`src/hdl/sbrp_pkg.sv`:
```
// Shared types and constants for the STUN binding response parser.
package sbrp_pkg;

    localparam int MAX_MESSAGE_BYTES = 512;
    localparam int POS_W             = $clog2(MAX_MESSAGE_BYTES + 1);
    localparam int ATTR_START_W      = 17;

    localparam logic [15:0] MSG_BINDING_RESPONSE = 16'h0101;
    localparam logic [31:0] MAGIC_COOKIE         = 32'h2112_A442;
    localparam logic [15:0] ATTR_XOR_MAPPED      = 16'h0020;
    localparam logic [15:0] ATTR_MAPPED          = 16'h0001;
    localparam logic [7:0]  FAMILY_IPV4          = 8'h01;
    localparam logic [POS_W-1:0] HEADER_BYTES    = POS_W'(20);

    typedef enum logic [1:0] {
        ST_FOUND      = 2'd0,
        ST_SHORT      = 2'd1,
        ST_BAD_HEADER = 2'd2,
        ST_NO_ATTR    = 2'd3
    } t_status;

    typedef struct packed {
        logic [7:0] data_byte;
        logic       last_byte;
    } t_in_word;

    typedef struct packed {
        t_status     status;
        logic [31:0] address;
        logic        from_xor_attribute;
    } t_out_word;

endpackage

```
`src/hdl/stun_binding_response_parser.sv`:
```
// STUN binding response parser: takes one message byte per word, checks the
// header and walks the attributes for a mapped IPv4 address. A new byte word
// is accepted every cycle unless the input stalls; each byte passes through an
// input register and the header and attribute logic, and the result of a
// message's last byte is written to the result register. Input stalls only
// when a finished result is still waiting in the result register and the
// byte held in the input register ends another message.
module stun_binding_response_parser (
    input  logic                i_clk,
    input  logic                i_rst_n,
    input  logic                i_in_valid,
    output logic                o_in_ready,
    input  sbrp_pkg::t_in_word  i_in_data,
    output logic                o_out_valid,
    input  logic                i_out_ready,
    output sbrp_pkg::t_out_word o_out_data
);

    logic                r_in_valid;
    sbrp_pkg::t_in_word  r_in;
    logic                r_out_valid;
    sbrp_pkg::t_out_word r_out;

    logic                w_out_free;
    logic                w_step;
    sbrp_pkg::t_out_word w_result;

    assign w_out_free = !r_out_valid || i_out_ready;
    // A byte that ends a message needs room in the result register.
    assign w_step     = r_in_valid && (!r_in.last_byte || w_out_free);
    assign o_in_ready = !r_in_valid || w_step;

    sbrp_core u_core (
        .i_clk    (i_clk),
        .i_rst_n  (i_rst_n),
        .i_step   (w_step),
        .i_word   (r_in),
        .o_result (w_result)
    );

    always_ff @(posedge i_clk) begin
        if (!i_rst_n) begin
            r_in_valid  <= 1'b0;
            r_out_valid <= 1'b0;
        end else begin
            if (o_in_ready) begin
                r_in_valid <= i_in_valid;
            end
            if (w_step && r_in.last_byte) begin
                r_out_valid <= 1'b1;
            end else if (i_out_ready) begin
                r_out_valid <= 1'b0;
            end
        end
    end

    always_ff @(posedge i_clk) begin
        if (o_in_ready && i_in_valid) begin
            r_in <= i_in_data;
        end
        if (w_step && r_in.last_byte) begin
            r_out <= w_result;
        end
    end

    assign o_out_valid = r_out_valid;
    assign o_out_data  = r_out;

`ifndef SYNTHESIS
    a_result_follows_last: assert property (@(posedge i_clk) disable iff (!i_rst_n)
        (w_step && r_in.last_byte) |=> o_out_valid)
        else $error("last byte processed without a result word");

    a_blocked_last_held: assert property (@(posedge i_clk) disable iff (!i_rst_n)
        (r_in_valid && r_in.last_byte && !w_out_free) |=> r_in_valid)
        else $error("last byte dropped while the result register was full");

    a_address_zero_on_fail: assert property (@(posedge i_clk) disable iff (!i_rst_n)
        (o_out_valid && o_out_data.status != sbrp_pkg::ST_FOUND)
        |-> (o_out_data.address == 32'd0 && !o_out_data.from_xor_attribute))
        else $error("address reported on a failed parse");
`endif

endmodule

```
`src/hdl/sbrp_core.sv`:
```
// Per-byte header check and attribute walk state for the STUN parser.
module sbrp_core (
    input  logic              i_clk,
    input  logic              i_rst_n,
    input  logic              i_step,
    input  sbrp_pkg::t_in_word i_word,
    output sbrp_pkg::t_out_word o_result
);

    localparam int PW = sbrp_pkg::POS_W;
    localparam int AW = sbrp_pkg::ATTR_START_W;

    logic [PW-1:0] r_pos,        n_pos;
    logic [31:0]   r_hdr,        n_hdr;
    logic [15:0]   r_type,       n_type;
    logic [AW-1:0] r_attr_start, n_attr_start;
    logic [15:0]   r_atype,      n_atype;
    logic [15:0]   r_alen,       n_alen;
    logic [7:0]    r_family,     n_family;
    logic [31:0]   r_cand,       n_cand;
    logic          r_pending,    n_pending;
    logic [31:0]   r_found_addr, n_found_addr;
    logic          r_found,      n_found;
    logic          r_found_xor,  n_found_xor;
    logic          r_stopped,    n_stopped;

    logic [7:0]    w_d;
    logic          w_take;
    logic          w_in_walk;
    logic [AW-1:0] w_rel;
    logic [AW-1:0] w_vrel;

    // Offset of the attribute that follows one of the given length.
    function automatic logic [AW-1:0] next_start(input logic [AW-1:0] start,
                                                 input logic [15:0] len);
        logic [AW-1:0] padded;
        padded = (AW'(len) + AW'(3)) & ~AW'(3);
        return start + AW'(4) + padded;
    endfunction

    assign w_d       = i_word.data_byte;
    assign w_take    = i_step && (r_pos < PW'(sbrp_pkg::MAX_MESSAGE_BYTES));
    assign w_in_walk = (r_pos >= sbrp_pkg::HEADER_BYTES) && !r_stopped
                       && (AW'(r_pos) >= r_attr_start);
    assign w_rel     = AW'(r_pos) - r_attr_start;
    assign w_vrel    = w_rel - AW'(4);

    always_comb begin
        n_pos        = r_pos;
        n_hdr        = r_hdr;
        n_type       = r_type;
        n_attr_start = r_attr_start;
        n_atype      = r_atype;
        n_alen       = r_alen;
        n_family     = r_family;
        n_cand       = r_cand;
        n_pending    = r_pending;
        n_found_addr = r_found_addr;
        n_found      = r_found;
        n_found_xor  = r_found_xor;
        n_stopped    = r_stopped;
        o_result     = '{status: sbrp_pkg::ST_NO_ATTR, address: 32'd0,
                         from_xor_attribute: 1'b0};

        if (w_take) begin
            n_pos = r_pos + PW'(1);
            if (r_pos < PW'(2)) begin
                n_type = {r_type[7:0], w_d};
            end else if (r_pos >= PW'(4) && r_pos < PW'(8)) begin
                n_hdr = {r_hdr[23:0], w_d};
            end

            if (w_in_walk) begin
                if (w_rel < AW'(4)) begin
                    if (w_rel < AW'(2)) begin
                        n_atype = {r_atype[7:0], w_d};
                    end else begin
                        n_alen = {r_alen[7:0], w_d};
                    end
                    // The header is complete on its fourth byte.
                    if (w_rel == AW'(3)) begin
                        if ((r_atype == sbrp_pkg::ATTR_XOR_MAPPED
                             || r_atype == sbrp_pkg::ATTR_MAPPED)
                            && n_alen >= 16'd8) begin
                            n_pending = 1'b1;
                            n_family  = 8'd0;
                            n_cand    = 32'd0;
                        end else begin
                            n_pending    = 1'b0;
                            n_attr_start = next_start(r_attr_start, n_alen);
                        end
                    end
                end else if (!r_pending) begin
                    n_attr_start = next_start(r_attr_start, r_alen);
                end else begin
                    if (w_vrel == AW'(1)) begin
                        n_family = w_d;
                    end else if (w_vrel >= AW'(4) && w_vrel < AW'(8)) begin
                        n_cand = {r_cand[23:0], w_d};
                    end
                    if (w_vrel + AW'(1) == AW'(r_alen)) begin
                        if (n_family == sbrp_pkg::FAMILY_IPV4) begin
                            n_found_xor  = (r_atype == sbrp_pkg::ATTR_XOR_MAPPED);
                            n_found_addr = n_found_xor
                                           ? (n_cand ^ sbrp_pkg::MAGIC_COOKIE)
                                           : n_cand;
                            n_found      = 1'b1;
                            n_stopped    = 1'b1;
                            n_pending    = 1'b0;
                        end else begin
                            n_pending    = 1'b0;
                            n_attr_start = next_start(r_attr_start, r_alen);
                        end
                    end
                end
            end
        end

        if (i_step && i_word.last_byte) begin
            if (n_pos < sbrp_pkg::HEADER_BYTES) begin
                o_result.status = sbrp_pkg::ST_SHORT;
            end else if (n_type != sbrp_pkg::MSG_BINDING_RESPONSE
                         || n_hdr != sbrp_pkg::MAGIC_COOKIE) begin
                o_result.status = sbrp_pkg::ST_BAD_HEADER;
            end else if (n_found) begin
                o_result.status             = sbrp_pkg::ST_FOUND;
                o_result.address            = n_found_addr;
                o_result.from_xor_attribute = n_found_xor;
            end else begin
                o_result.status = sbrp_pkg::ST_NO_ATTR;
            end

            // The message is done; start clean for the next one.
            n_pos        = '0;
            n_hdr        = '0;
            n_type       = '0;
            n_attr_start = AW'(sbrp_pkg::HEADER_BYTES);
            n_atype      = '0;
            n_alen       = '0;
            n_family     = '0;
            n_cand       = '0;
            n_pending    = 1'b0;
            n_found_addr = '0;
            n_found      = 1'b0;
            n_found_xor  = 1'b0;
            n_stopped    = 1'b0;
        end
    end

    always_ff @(posedge i_clk) begin
        if (!i_rst_n) begin
            r_pos        <= '0;
            r_hdr        <= '0;
            r_type       <= '0;
            r_attr_start <= AW'(sbrp_pkg::HEADER_BYTES);
            r_atype      <= '0;
            r_alen       <= '0;
            r_family     <= '0;
            r_cand       <= '0;
            r_pending    <= 1'b0;
            r_found_addr <= '0;
            r_found      <= 1'b0;
            r_found_xor  <= 1'b0;
            r_stopped    <= 1'b0;
        end else begin
            r_pos        <= n_pos;
            r_hdr        <= n_hdr;
            r_type       <= n_type;
            r_attr_start <= n_attr_start;
            r_atype      <= n_atype;
            r_alen       <= n_alen;
            r_family     <= n_family;
            r_cand       <= n_cand;
            r_pending    <= n_pending;
            r_found_addr <= n_found_addr;
            r_found      <= n_found;
            r_found_xor  <= n_found_xor;
            r_stopped    <= n_stopped;
        end
    end

`ifndef SYNTHESIS
    a_clear_after_last: assert property (@(posedge i_clk) disable iff (!i_rst_n)
        (i_step && i_word.last_byte) |=> (r_pos == '0 && !r_found && !r_stopped))
        else $error("parser state not cleared after the last byte");

    a_stopped_has_found: assert property (@(posedge i_clk) disable iff (!i_rst_n)
        r_stopped |-> (r_found && !r_pending))
        else $error("walk stopped without a committed address");

    a_pos_bounded: assert property (@(posedge i_clk) disable iff (!i_rst_n)
        r_pos <= PW'(sbrp_pkg::MAX_MESSAGE_BYTES))
        else $error("byte position ran past the message limit");
`endif

endmodule
```
`config.mk`:
```
export PLATFORM = sky130hd
export DESIGN_NAME = stun_binding_response_parser
export DESIGN_NICKNAME = d
export VERILOG_FILES = /design/src/hdl/sbrp_pkg.sv /design/src/hdl/stun_binding_response_parser.sv /design/src/hdl/sbrp_core.sv
export SDC_FILE = /design/constraint.sdc
export NUM_CORES = 1
export LEC_CHECK = 0
export BUFFER_PORTS_ARGS = -buffer_cell sky130_fd_sc_hd__buf_4
export CORE_MARGIN = 2
export CORE_UTILIZATION = 26
export DETAILED_ROUTE_END_ITERATION = 16
export PLACE_DENSITY_LB_ADDON = 0.1
export SYNTH_ARGS = -nofsm -noshare
export SYNTH_HDL_FRONTEND = slang
export SYNTH_SLANG_ARGS = --single-unit
```
`constraint.sdc`:
```
create_clock -name i_clk -period 18.06 [get_ports i_clk]
set_input_delay 0.903 -clock i_clk [delete_from_list [all_inputs] [get_ports i_clk]]
set_output_delay 0.903 -clock i_clk [all_outputs]
set_load 0.005 [all_outputs]
```
Word-level counts from Yosys, hierarchy flattened

Index checks and enable logic that the tools add are counted.

Flip-flop bits (word level): 229
Latch bits: 0
Bits in writable memories: 0
Memory bits (read-only): 0
Input port bits: 13
Output and inout bits: 37
Word-level logic and storage cells: 149
Memories kept: 0

$add $sub $neg: 9
Multiply operators: 0
Divide/modulo/power cells: 0
Order comparisons: 12
Equal/unequal tests: 13
Shift-type cells: 0
Multiplexer cells: 63
Bitwise operators: 4
Reduce and logical (&&, ||, !) cells: 28

Operator list:

| kind                                                                   | count |
|---|---|
| 32-bit two-way mux                                                     | 19 |
| 17-bit two-way mux                                                     | 6 |
| 16-bit two-way mux                                                     | 6 |
| 8-bit two-way mux                                                      | 9 |
| 16-bit by 2-bit adder with 17-bit output, second input constant        | 2 |
| 17-bit adder                                                           | 2 |
| 32-bit by 30-bit != test with 1-bit output, second input constant      | 1 |
| 30-bit two-way mux                                                     | 1 |
| 1-bit two-way mux                                                      | 19 |
| 17-bit by 1-bit adder with 17-bit output, second input constant        | 1 |
| 17-bit by 3-bit adder with 17-bit output, second input constant        | 1 |
| 17-bit by 1-bit == test with 1-bit output, second input constant       | 1 |
| 17-bit by 16-bit == test with 1-bit output                             | 1 |
| 17-bit by 2-bit == test with 1-bit output, second input constant       | 1 |
| 10-bit by 17-bit >= comparator with 1-bit output                       | 1 |
| 17-bit by 3-bit >= comparator with 1-bit output, second input constant | 1 |
| 17-bit by 2-bit < comparator with 1-bit output, second input constant  | 1 |
| 17-bit by 3-bit < comparator with 1-bit output, second input constant  | 1 |
| 17-bit by 4-bit < comparator with 1-bit output, second input constant  | 1 |
| 10-bit by 17-bit subtractor with 17-bit output                         | 1 |
| 17-bit by 3-bit subtractor with 17-bit output, second input constant   | 1 |
| 16-bit by 1-bit == test with 1-bit output, second input constant       | 1 |
| 16-bit by 6-bit == test with 1-bit output, second input constant       | 1 |
| 16-bit by 4-bit >= comparator with 1-bit output, second input constant | 1 |
| 25 further kinds                                                       | 49 |

Logic depth before layout (Yosys ltp)

Depth after elaboration: 18
Depth in mapped cells: 30

Cells and area by module

A second synthesis with hierarchy kept.

Cells, all modules: 1512
Area total of the unflattened synthesis: 12921.1 um^2

Modules (own cells, without submodules):

| module                       | times used | cells an instance | area an instance (um^2) | sequential area each (um^2) |
|---|---|---|---|---|
| sbrp_core                    | 1          | 1456              | 11482.3                 | 3623.5 |
| stun_binding_response_parser | 1          | 56                | 1438.9                  | 1361.3 |

Least setup slack after synthesis

OpenSTA, ideal clock, no wires.

Kind: register to register
From: register u_core.r_pos[2]
To: register u_core.r_attr_start[15]
Arrival time: 6160 ps
Data required time: 17973 ps
Setup slack: 11813 ps
Stages on the path, launching flop included: 30
Period minus slack after synthesis: 6247 ps
Path through: dfxtp_1 -> inv_1 -> ha_1 -> inv_1 -> fa_1 -> a211o_1 -> a2111oi_0 -> nor3_2 -> nand3_1 -> a311oi_1 -> nand3_1 -> clkbuf_1 -> clkbuf_1 -> clkbuf_1 -> nand2_1 -> o21ai_0 -> ha_1 -> a21o_1 -> a21oi_1 -> o21bai_1 -> a21oi_1 -> o21bai_1 -> a21oi_1 -> nor2b_1 -> o21a_1 -> or4_1 -> a31o_2 -> a21oi_1 -> xor2_1 -> o31ai_1

Word-level cells in the longest chain between the ends: 11
Elaborated cells on any way between the ends: 36
Those cells by class: add/sub (5); order compare (6); eq/ne (8); mux (12); reduce/logical (5)

RTL lines:

| item                                                                                                            | line                              | text |
|---|---|---|
| from (decl)                                                                                                     | sbrp_core.sv:13                   | `logic [PW-1:0] r_pos, n_pos;` |
| from (signal assigned)                                                                                          | sbrp_core.sv:166                  | `r_pos <= n_pos;` |
| 10-bit by 17-bit subtractor with 17-bit output                                                                  | sbrp_core.sv:45                   | `assign w_rel = AW'(r_pos) - r_attr_start;` |
| 17-bit by 2-bit < comparator with 1-bit output or 17-bit by 3-bit subtractor with 17-bit output (tied branches) | sbrp_core.sv:75, sbrp_core.sv:46  |  |
| 16-bit two-way mux or 17-bit by 1-bit == test with 1-bit output (tied branches)                                 | sbrp_core.sv:75, sbrp_core.sv:96  |  |
| 16-bit two-way mux or 8-bit two-way mux (tied branches)                                                         | sbrp_core.sv:74, sbrp_core.sv:96  |  |
| 16-bit two-way mux or 8-bit two-way mux (tied branches)                                                         | sbrp_core.sv:73, sbrp_core.sv:93  |  |
| 16-bit two-way mux or 8-bit two-way mux (tied branches)                                                         | sbrp_core.sv:65, sbrp_core.sv:74  |  |
| 16-bit by 2-bit adder with 17-bit output or 8-bit two-way mux (tied branches)                                   | sbrp_core.sv:37, sbrp_core.sv:73  |  |
| 17-bit adder or 8-bit two-way mux (tied branches)                                                               | sbrp_core.sv:38, sbrp_core.sv:65  |  |
| 17-bit two-way mux or 8-bit by 1-bit == test with 1-bit output (tied branches)                                  | sbrp_core.sv:82, sbrp_core.sv:102 |  |
| 17-bit two-way mux or 3-bit != test (tied branches)                                                             | --                                |  |
| 17-bit two-way mux or 6-bit AND reduction (tied branches)                                                       | --                                |  |
| to (signal assigned)                                                                                            | sbrp_core.sv:155                  | `r_attr_start <= AW'(sbrp_pkg::HEADER_BYTES);` |
| to (signal assigned)                                                                                            | sbrp_core.sv:169                  | `r_attr_start <= n_attr_start;` |
| to (decl)                                                                                                       | sbrp_core.sv:16                   | `logic [AW-1:0] r_attr_start, n_attr_start;` |

Several ways; a longest one is shown, not always the timed one. The select of a mux whose other input is x is not followed.
A chain may end at the register's enable or synchronous reset.

Worst setup path in the final report

Ends and elaborated chain as after synthesis.

==> flow_summary.toml <==
[logic_synthesis]
netlist-cell-type-count = 77
ys_seq_area_share_pct = 40.7
yosysMostFrequentCell = "nand2_1"
synth_area_leaders = "dfxtp_1, edfxtp_1, nand2_1, mux2i_1, xnor2_1"
synth_commonest_cells = "nand2_1, dfxtp_1, nor2_1, a21oi_1, mux2i_1"
netlist_instances = 1393
synth_area_sq_um = 12200
postSynthAreaPerCell_sq_um = 8.78
synth_edf_count = 44
synth-main-ff-cell = "dfxtp_1"
yosys.area.top_type = "dfxtp_1"
yosys.area.top_type_share_pct = 29.9
yosysWarnings = 0
ys_ff_latch = 227
syn_nets = 1438
ys_async_sr_fraction_pct = 0

[pwr]
switching_share_pct = 23.1
net-switching-power_w = 0.000257
seqPwrFrac_pct = 47.3
p_leak_nw = 4.92
clkPwrFrac_pct = 49.6
power_density_nw_per_um2 = 78.9
pwr-share-comb_pct = 3.1
ir_drop_v = 0.0000594
internal-power_w = 0.000855

[routing]
drcViolationCount = 0
vias_per_cell = 4.84
wl_per_cell_um = 17.6
route.met2.wl_um = 15500
wl_met3_um = 1080
dr.pass1.iters = 4
first_iter_violations = 624
routed_wl_um = 35800
dr_total_vias = 9841
wl_met1_um = 18100
highest_layer = "met4"
ant_nets = 0

[timing]
min_period_ns = 7.09
max-slew-margin-rel_pct = 26.4
tns_ns = 0
setup_viol = 0
max_freq_ghz = 0.141
hold_viol_final = 0
tightest_slew_ns = 1.10
fin_ws_ns = 10.97
period_share_pct = 39.3
skew_ns = 0.0155
maxSlewViolCount = 0
rsz0062_at_grt = "no"

[placement]
preCtsSetupSlack_ns = 11.00
place.gp.congestion = 0.831
io_buffer_count = 49
dp_hpwl_um = 25200

[clock_network]
clockBufferDepth = 3
path_clk_slew_ns = 0.06
htree_num_levels = 1
cts_made_buffers = 28
postCtsSetupBuffers = 0
postCtsHoldBufs = 0
root_buffer = "clkbuf_16"
cts_resized = 0
cts_sinks = 227
clkLatencyLatePin_ns = 0.57
cts_tree = "yes"

[floorplanning]
io_pins = 50
core_sq_um = 46500
initial_utilization_pct = 26.3
die_h_um = 221
fp-row-count = 79
die_x_um = 221
die_area_sq_um = 48800

[critical_path]
worst_setup_path_end_kind = "flip-flop"
required_ns = 18.48
path_class = "flip-flop to flip-flop"
cpMostUsedCell = "a21oi_1"
reg2reg_depth = 26
cp-start-kind = "flip-flop"
slowest_delay_ns = 0.74
timing.critical_path.to = "u_core.r_attr_start[15]$_SDFFE_PP0P_"
crit-reg2reg-capture = "u_core.r_attr_start[15]$_SDFFE_PP0P_"
worst_path_max_delay_cell = "xnor2_1"
cp.arrival_ns = 7.51
path_delay_family = "compound AO/OA/AOI/OAI gates"
r2r_start = "u_core.r_pos[2]$_SDFF_PP0_"
rrSetupSlack_ns = 10.97
cp_max_fo = 31
path_depth = 26
startpoint = "u_core.r_pos[2]$_SDFF_PP0_"
crit_buf_inv = 3

[final_layout]
drive_gt1_share_pct = 11.7
nets = 1450
area_growth_syn_to_layout_pct = 15.2
diodes = 0

[global_route]
grt_max_degree = 73
grt_pass1_vias = 9630
overflow = 0
antenna_found_initial = 1
grt_use_total_pct = 14.4
grt_first_pass_wirelength_um = 56300

[worst_hold_path]
hold_class = "flip-flop to flip-flop"
hold_depth = 2
min_from = "u_core.r_hdr[29]$_SDFF_PP0_"

[status]
status = "complete, no violations"

[flow_run]
maxCapViolCount = 0
==> how the worst min path moves through the flow <==
stage,endpoint,slack (ns)
after global placement,u_core.r_atype[15]$_SDFFE_PP0P_,0.44
final,u_core.r_hdr[29]$_SDFF_PP0_,0.45
after CTS,u_core.r_hdr[24]$_SDFF_PP0_,0.46
after detailed placement,u_core.r_hdr[24]$_SDFF_PP0_,0.45
after global routing,u_core.r_hdr[25]$_SDFF_PP0_,0.47
after floorplan,u_core.r_hdr[29]$_SDFF_PP0_,0.43
==> flip-flops by register name, indices dropped and copies added, names as in the netlist, 8 cells and up <==
name,count
u_core.r_alen,16
u_core.r_family,8
u_core.r_atype,16
u_core.r_pos,10
u_core.r_found_addr,32
o_out_data,35
r_in,9
u_core.r_type,16
u_core.r_attr_start,15
u_core.r_hdr,32
u_core.r_cand,32
==> cells by family (layout without fill, tap and decap cells) <==
group / Yosys count / in the layout / share of synthesized area [%]
and+or+nand+nor: 546 / 546 / 20.8
AOI/OAI and AO/OA: 262 / 262 / 14.6
DFF: 227 / 227 / 40.7
buffers and inverters: 119 / 153 / 4.11
xor gates and xnor gates: 105 / 105 / 7.75
muxes: 102 / 102 / 8.63
adders and majority gates: 32 / 32 / 3.40
==> layout make-up <==
type | count | area (sq um)
multi-input combinational | 1047 | 6800
clock inverter | 18 | 169
tap | 607 | 759
clock buffer | 34 | 743
inverter | 31 | 116
sequential | 227 | 4980
timing repair buffer | 70 | 526
fill | 4954 | 32400
==> metrics by stage <==
| stage | instances | hold slack (ns) | instance area [sq um] | power (W) | utilization, % |
|---|---|---|---|---|---|
| 2_1_floorplan | 1393 | 0.431 | 12200 | 0.000554 | - |
| 3_3_place_gp | 1982 | 0.441 | 13200 | 0.000573 | 28.4 |
| 3_5_place_dp | 1982 | 0.447 | 13200 | 0.000573 | 28.4 |
| 4_1_cts | 2034 | 0.455 | 14100 | 0.00113 | 30.3 |
| 5_1_grt | 2034 | 0.473 | 14100 | 0.00116 | 30.3 |
| 6_report | 2034 | 0.452 | 14100 | 0.00111 | 30.3 |
==> worst register-to-register path, stage by stage, from the launching register on <==
cell	delay (ns)
dfxtp_1	0.37
inv_1	0.11
ha_1	0.18
inv_1	0.06
fa_1	0.41
a211o_1	0.38
o21a_1	0.16
xnor2_1	0.74
o2111ai_1	0.33
a311oi_1	0.61
nand3_1	0.24
buf_4	0.29
o21ai_0	0.36
ha_1	0.29
a21o_1	0.17
a21oi_1	0.21
o21bai_1	0.09
a21oi_1	0.23
o21bai_1	0.09
a21oi_1	0.24
nor2b_1	0.08
o21a_1	0.18
or4_1	0.44
a31o_2	0.25
a21oi_1	0.16
xor2_1	0.17
o31ai_1	0.08
==> metal layers <==
metal	global-route usage [%]	vias up
met4	4.57	0
met5	0	-
met3	1.89	59
li1	-	4931
met2	22.4	148
met1	20.5	4703
==> cell usage in the layout, fill, tap and decap left out, drive strengths merged, types with 7 or more instances in the layout <==
cell type / instances
a31oi: 8
inv: 31
ha: 30
or3: 12
nand4: 11
a21oi: 99
nand3: 40
clkbuf: 34
o31ai: 7
dfxtp: 183
mux2: 25
a21o: 8
xor2: 33
or4: 8
edfxtp: 44
nor4b: 7
and3: 12
and2: 7
buf: 70
a211oi: 7
o21ai: 30
o21a: 9
a22o: 40
clkinv: 12
nand2: 211
nor4: 18
xnor2: 71
nor2b: 9
nor2: 153
mux2i: 77
nor3: 26
==> power groups by stage <==
stage / registers (W) / clock network [W] / logic, W
detailed placement: 0.000537 / 0 / 0.0000357
global route: 0.000526 / 0.000593 / 0.0000382
CTS: 0.000526 / 0.000573 / 0.0000357
global placement: 0.000537 / 0 / 0.0000358
finish: 0.000526 / 0.000552 / 0.0000346
floorplan: 0.000535 / 0 / 0.0000193
Note: power is estimated with default switching activity, not from simulation.
